==> src/rtl/sobel_edge_magnitude_rgb_assert.svh <==
// ---------------------------------------------------------------------------
// sobel edge assertion macros
// shared concurrent assertion forms for the sobel edge block
// ---------------------------------------------------------------------------
`ifndef SOBEL_EDGE_MAGNITUDE_RGB_ASSERT_SVH
`define SOBEL_EDGE_MAGNITUDE_RGB_ASSERT_SVH

// implication checked on every edge outside reset
`define SEM_ASSERT_IMP(label, ante, cons, msg) \
	label: assert property (@(posedge clk) disable iff (!arst_n) (ante) |-> (cons)) \
		else $error(msg);

// next-cycle implication outside reset
`define SEM_ASSERT_NEXT(label, ante, cons, msg) \
	label: assert property (@(posedge clk) disable iff (!arst_n) (ante) |=> (cons)) \
		else $error(msg);

`endif

==> src/rtl/sem_pkg.sv <==
// ---------------------------------------------------------------------------
// sobel edge package
// shared constants and types of the sobel edge block
// ---------------------------------------------------------------------------
package sem_pkg;
	localparam int MaxWidth = 1024;
	localparam int ColW = $clog2(MaxWidth);
	localparam int StoreDepth = 3 * MaxWidth;
	localparam int AddrW = $clog2(StoreDepth);
	localparam int NumLanes = 3;
	localparam logic OP_PIXEL = 1'b0;
	localparam logic OP_DRAIN = 1'b1;
	localparam logic [10:0] WIDTH_RESET = 11'd1024;
	localparam logic [15:0] HEIGHT_RESET = 16'd768;

	typedef struct packed {
		logic [7:0] red;
		logic [7:0] green;
		logic [7:0] blue;
	} rgb_t;

	// one 3x3 window, one channel
	typedef logic [8:0][7:0] win_t;

	typedef struct packed {
		logic line_end;
		logic frame_end;
		logic run_last;
	} flags_t;
endpackage

==> src/rtl/sem_lane.sv <==
// ---------------------------------------------------------------------------
// sobel edge lane
// one channel: gradients, sum of squares, iterative rounded root
// ---------------------------------------------------------------------------
module sem_lane (
	input  logic              clk,
	input  logic              arst_n,
	input  logic              start,
	input  sem_pkg::win_t     win,
	output logic              done,
	output logic [7:0]        mag
);
	logic signed [11:0] gx_c, gy_c;
	logic [20:0] s_q;
	logic [7:0] n_q;
	logic [7:0] bit_q;
	logic busy_q;
	logic [7:0] trial;
	logic [16:0] tsq;

	// win index: row*3+col, row 0 top
	always_comb begin
		gx_c = 12'(signed'({4'd0, win[2]})) - 12'(signed'({4'd0, win[0]}))
			+ 12'(signed'({3'd0, win[5], 1'b0})) - 12'(signed'({3'd0, win[3], 1'b0}))
			+ 12'(signed'({4'd0, win[8]})) - 12'(signed'({4'd0, win[6]}));
		gy_c = 12'(signed'({4'd0, win[6]})) - 12'(signed'({4'd0, win[0]}))
			+ 12'(signed'({3'd0, win[7], 1'b0})) - 12'(signed'({3'd0, win[1], 1'b0}))
			+ 12'(signed'({4'd0, win[8]})) - 12'(signed'({4'd0, win[2]}));
	end

	// find largest n with n*n+n < s, answer n+1 (0 for s = 0, clamped to 255), one bit per cycle
	assign trial = n_q | bit_q;
	assign tsq = 17'(trial) * 17'(trial) + 17'(trial);

	always_ff @(posedge clk or negedge arst_n) begin
		if (!arst_n) begin
			busy_q <= 1'b0;
			done <= 1'b0;
			bit_q <= '0;
		end else begin
			done <= !start && busy_q && bit_q[0];
			if (start) begin
				busy_q <= 1'b1;
				bit_q <= 8'h80;
			end else if (busy_q) begin
				bit_q <= bit_q >> 1;
				if (bit_q[0]) begin
					busy_q <= 1'b0;
				end
			end
		end
	end

	always_ff @(posedge clk) begin
		if (start) begin
			s_q <= 21'(gx_c * gx_c) + 21'(gy_c * gy_c);
			n_q <= '0;
		end else if (busy_q && (21'(tsq) < s_q)) begin
			n_q <= trial;
		end
	end

	always_comb begin
		if (s_q == '0) mag = 8'd0;
		else if (n_q == 8'd255) mag = 8'd255;
		else mag = n_q + 8'd1;
	end
endmodule
==> config.mk <==
export PLATFORM = sky130hd
export DESIGN_NAME = sem_lane
export DESIGN_NICKNAME = d
export VERILOG_FILES = /design/src/rtl/sobel_edge_magnitude_rgb_assert.svh /design/src/rtl/sem_pkg.sv /design/src/rtl/sem_lane.sv
export SDC_FILE = /design/constraint.sdc
export NUM_CORES = 1
export LEC_CHECK = 0
export ABC_CLOCK_PERIOD_IN_PS = 8100
export BUFFER_PORTS_ARGS = -buffer_cell sky130_fd_sc_hd__buf_2
export CORE_ASPECT_RATIO = 1.4
export CORE_MARGIN = 2
export CORE_UTILIZATION = 51
export CTS_CLUSTER_DIAMETER = 150
export DETAILED_ROUTE_END_ITERATION = 8
export GPL_TIMING_DRIVEN = 0
export PLACE_DENSITY = 0.78
export SKIP_LAST_GASP = 1
export SLEW_MARGIN = 25
export SYNTH_ARGS = -nofsm -noshare
export SYNTH_HDL_FRONTEND = slang
export SYNTH_SLANG_ARGS = --single-unit
==> constraint.sdc <==
create_clock -name clk -period 8.1 [get_ports clk]
set_input_delay 1.62 -clock clk [delete_from_list [all_inputs] [get_ports clk]]
set_output_delay 1.62 -clock clk [all_outputs]
set_load 0.01 [all_outputs]
Word-level counts from Yosys, hierarchy flattened
Cells that the tools add are included.
- reductions and logical operators: 6
- mux-type cells: 7
- magnitude comparators: 1
- $mul: 3
- bitwise operators: 1
- equal/unequal tests: 1
- add/subtract/negate cells: 13
- operator list (operator ; number):
    multiplier 12 x 12 -> 21 bit ; 2
    two-way mux 8 bit ; 4
    adder 12 x 9 -> 12 bit ; 2
    subtractor 11 x 10 -> 12 bit ; 2
    subtractor 12 x 9 -> 12 bit ; 2
    adder 9 x 10 -> 11 bit ; 2
    adder 21 bit ; 1
    logical NOT 21 bit ; 1
    < comparator 17 x 21 -> 1 bit ; 1
    subtractor 8 x 8 -> 9 bit ; 2
    adder 16 x 8 -> 17 bit ; 1
    multiplier 8 x 8 -> 16 bit ; 1
    adder 8 x 1 -> 8 bit, second input constant ; 1
    equality test 8 bit, second input constant ; 1
    bitwise OR 8 bit ; 1
    logical AND 1 bit ; 3
    two-way mux 1 bit ; 3
    nonzero test 2 bit ; 1
    logical NOT 1 bit ; 1
- bits in registers: 39
- input bits: 75

Longest topological paths before layout
- depth in word-level cells: 7
- depth in mapped cells: 43
- gate-level depth less buffers: 42

Worst setup path after synthesis
No wires, ideal clock.
- kind: input-to-reg
- start: in win[16] (netlist bit)
- end: reg s_q[20] (data pin)
- data arrival time: 11.012 ns
- slack: -3.170 ns
- stages: 41
- path buffers: 2
- path through: inv_1 > ha_1 > inv_1 > fa_1 > a21o_1 > a21oi_1 > nor2b_1 > o21a_1 > o21ai_1 > nand2b_1 > a21oi_1 > fa_1 > ha_1 > ha_1 > a21oi_1 > or2_1 > o21ai_1 > xor2_1 > (+5 left out) > inv_1 > fa_1 > fa_1 > inv_1 > fa_1 > fa_1 > inv_1 > fa_1 > inv_1 > ha_1 > a21o_1 > a21oi_1 > o21ai_0 > a211oi_1 > o21ai_0 > xnor2_1 > xnor3_1 > xnor2_1
- cells in the longest elaborated chain, start to end: 7
- elaborated cells on any way between the ends: 9
- those cells by class: add/sub: 7; mul: 2
- RTL lines (element ; RTL line ; RTL):
    start, declared ; sem_lane.sv:9 ; input sem_pkg::win_t win,
    subtractor 8 x 8 -> 9 bit ; sem_lane.sv:23 ; gx_c = 12'(signed'({4'd0, win[2]})) - 12'(signed'({4'd0, win[0]}))
    adder 9 x 10 -> 11 bit ; sem_lane.sv:24 ; + 12'(signed'({3'd0, win[5], 1'b0})) - 12'(signed'({3'd0, win[3], 1'b0}))
    subtractor 11 x 10 -> 12 bit ; sem_lane.sv:24 ;
    adder 12 x 9 -> 12 bit ; sem_lane.sv:25 ; + 12'(signed'({4'd0, win[8]})) - 12'(signed'({4'd0, win[6]}));
    subtractor 12 x 9 -> 12 bit ; sem_lane.sv:25 ;
    multiplier 12 x 12 -> 21 bit ; sem_lane.sv:56 ; s_q <= 21'(gx_c * gx_c) + 21'(gy_c * gy_c);
    adder 21 bit * ; sem_lane.sv:56 ;
    end signal, assigned ; sem_lane.sv:56 ;
    end, declared ; sem_lane.sv:14 ; logic [20:0] s_q;
Mark *: on every way between the ends. The rest lies on a longest branch, timed or not.
A chain may end at the register's enable or synchronous reset.

Worst setup path in the final report
- start: in win[1] (netlist bit)
- end: reg s_q[20] (data pin)
- cells in the longest elaborated chain, start to end: 7
- elaborated cells on any way between the ends: 13
- those cells by class: add/sub: 11; mul: 2
- RTL lines (element ; RTL line):
    subtractor 8 x 8 -> 9 bit (on tied branches) ; sem_lane.sv:23, sem_lane.sv:26
    adder 9 x 10 -> 11 bit (on tied branches) ; sem_lane.sv:24, sem_lane.sv:27
    subtractor 11 x 10 -> 12 bit (on tied branches) ; sem_lane.sv:24, sem_lane.sv:27
    adder 12 x 9 -> 12 bit (on tied branches) ; sem_lane.sv:25, sem_lane.sv:28
    subtractor 12 x 9 -> 12 bit (on tied branches) ; sem_lane.sv:25, sem_lane.sv:28
    multiplier 12 x 12 -> 21 bit ; sem_lane.sv:56
    adder 21 bit * ; sem_lane.sv:56
Marks and branches as above.

==> flow_summary.toml <==
[floorplanning]
die_h_um = 207
num_io_pins = 84
core_um2 = 29000
die_w_um = 149
die-area_um2 = 30700
initial_core_util = 0.516
row_count = 74

[detailed_routing]
vias_per_cell = 5.29
drt-wirelength-per-cell_um = 17.7
routed_wl_mm = 38.7
vias = 11600
ant_nets = 0
drtIter0Drc = 621
firstDrtPassIters = 7
drc = 0

[timing]
setup_violations = 15
setup_slack_ns = -2.89
period_share = 1.36
timing.fmax_ghz = 0.0910
max_slew_margin = 0.356
tightest_slew_ns = 0.958
fin_skew_ns = 0.00374
final_hold_viol_count = 0
rsz0062_at_grt = "true"
min_period_ns = 10.99
hold_ws_ns = 0.516
finalMaxSlewViolations = 0

[clock_tree]
cts.clk_slew.worst_paths_ns = 0.06
cts-hold-fix-buffers = 0
cts_buffer_depth = 2
ctsRootBufferMaster = "clkbuf_16"
cts_buffers = 5
cts_tree = "built"
cts_max_level = 2
clock-sinks = 39
insertion_delay_ns = 0.29

[synthesis]
ys.flop_type = "edfxtp_1"
netlist_area_um2 = 14900
async_reset_ff_frac = 0.256
yosysSeqAreaShare = 0.0696
synth_cell_types = 53
ys_warn_count = 0
synth_edf_count = 21
synth_fp_nets = 2209
synth_cells = 1632
ys_ff_latch = 39
syn_area_per_cell_um2 = 9.16

[worst_setup_path]
path_class = "input pin to flip-flop"
worstPathMaxFanout = 10
cp.required_ns = 8.12
max_stage_delay_ns = 0.64
critPathLaunchType = "input pin"
worst-path-buf-inv = 8
cp-end-kind = "flip-flop"
critPathMostFrequentCell = "fa_1"
cp_slowest_cell = "fa_2"
cp_data_arrival_time_ns = 11.01
cp_top_family = "adder cells"

[place]
hpwlAfterDp_mm = 28.6
placed_cells = 2087
gp_congestion = 0.886
portBuffers = 75

[finish]
num-nets-final = 2385
area_delta_synth_final_pct = 20.8
drive_above_1_share = 0.197
layout.cells.non_filler = 2189
insertedDiodeCount = 0

[grt]
grtUsageTotal = 0.256
grt_max_degree = 23
grt_pass1_vias = 13500
grt_pass1_wl_mm = 62.3
antenna_found_initial = 0
grt_overflow = 0

[min_path]
min_path_type = "flip-flop to flip-flop"

[job]
maxCapViolations = 0

[outcome]
violations = "negative setup slack"
outcome = "finished, violations left"
[flip-flops by register name, summed over array words and instances, names as in the netlist]
| register | flops |
|---|---|
| s_q | 21 |
| done | 1 |
| n_q | 8 |
| busy_q | 1 |
| bit_q | 8 |
[per-stage QoR]
stage          cell area [um2]   util  setup slack [ns]  setup TNS [ns]
2_1_floorplan            15300      -             -2.29          -21.39
3_3_place_gp             16100  0.557             -3.47          -36.12
3_5_place_dp             16100  0.557             -3.59          -37.81
4_1_cts                  17600  0.609             -2.79          -26.42
5_1_grt                  18100  0.623             -3.19          -32.61
6_report                 18100  0.623             -2.89          -28.89
[cell usage in the layout (no fill, tap or decap), drive strengths merged, types with 21 or more instances in the layout]
cell type,synthesis,layout
fa,321,321
ha,181,181
edfxtp,21,21
xor2,27,27
xnor2,62,63
and2,25,25
inv,512,510
a21oi,66,66
clkbuf,18,24
a21o,25,25
nor2,109,109
buf,0,168
nand2,97,97
[worst paths after layout]
path                             to  depth (start not counted)  startpoint  slack (ns)
max                         s_q[20]                         37      win[1]       -2.89
min                          busy_q                          1    bit_q[0]        0.52
max reg2reg                  n_q[2]                         27    bit_q[4]        1.02
min reg2reg                  busy_q                          1    bit_q[0]        0.52
max in group asynchronous  bit_q[6]                          1      arst_n        6.70
min in group asynchronous  bit_q[4]                          1      arst_n        1.20
[synth_stat cells, drive strengths merged (5+ instances only)]
cell type	number	area (um2)
nand3	14	70.1
nor2b	15	93.8
a31oi	9	56.3
o21bai	5	37.5
nand2	97	364
a21oi	66	338
o21ai	20	100
nor4	5	37.5
o22ai	5	31.3
or2	9	56.3
inv	512	1920
dfrtp	10	250
fa	321	6430
o21a	13	97.6
nor2	109	409
dfxtp	8	160
ha	181	2260
xnor2	62	543
and2	25	156
nor3	8	40.0
or3	5	31.3
nand2b	13	81.3
edfxtp	21	631
clkbuf	18	67.6
a21o	25	188
xor2	27	244
[timing repair]
item	4_1_cts	5_1_grt
cloned	1	0
setup buffers	76	18
setup endpoints to repair	16	16
gates resized for setup	122	52
pin swaps	74	47
[logic make-up after synthesis]
| family | synth area share |
|---|---|
| flops | 0.0696 |
| compound gates | 0.0665 |
| mux | 0.00142 |
| simple gates | 0.0932 |
| xor+xnor | 0.0542 |
| fa+ha+maj | 0.581 |
| buf+inv | 0.134 |
[metal layers]
layer	vias up	share of wire	track usage
met4	0	0.065	0.148
met3	179	0.039	0.0204
met1	5775	0.34	0.259
met2	429	0.56	0.509
met5	-	0	0
li1	5190	-	-
[final cells by class]
cell class                 count  area [um2]
tap                          380         475
timing repair buffer         168        1250
buffer                        18         113
clock inverter                 2        13.8
fill                        2139       10900
sequential                    39        1040
multi-input combinational   1062       13100
inverter                     514        1950
clock buffer                   6         150
Power is not shown: default switching activity piles up to over one toggle a cycle in this logic, so the estimate is an artifact.
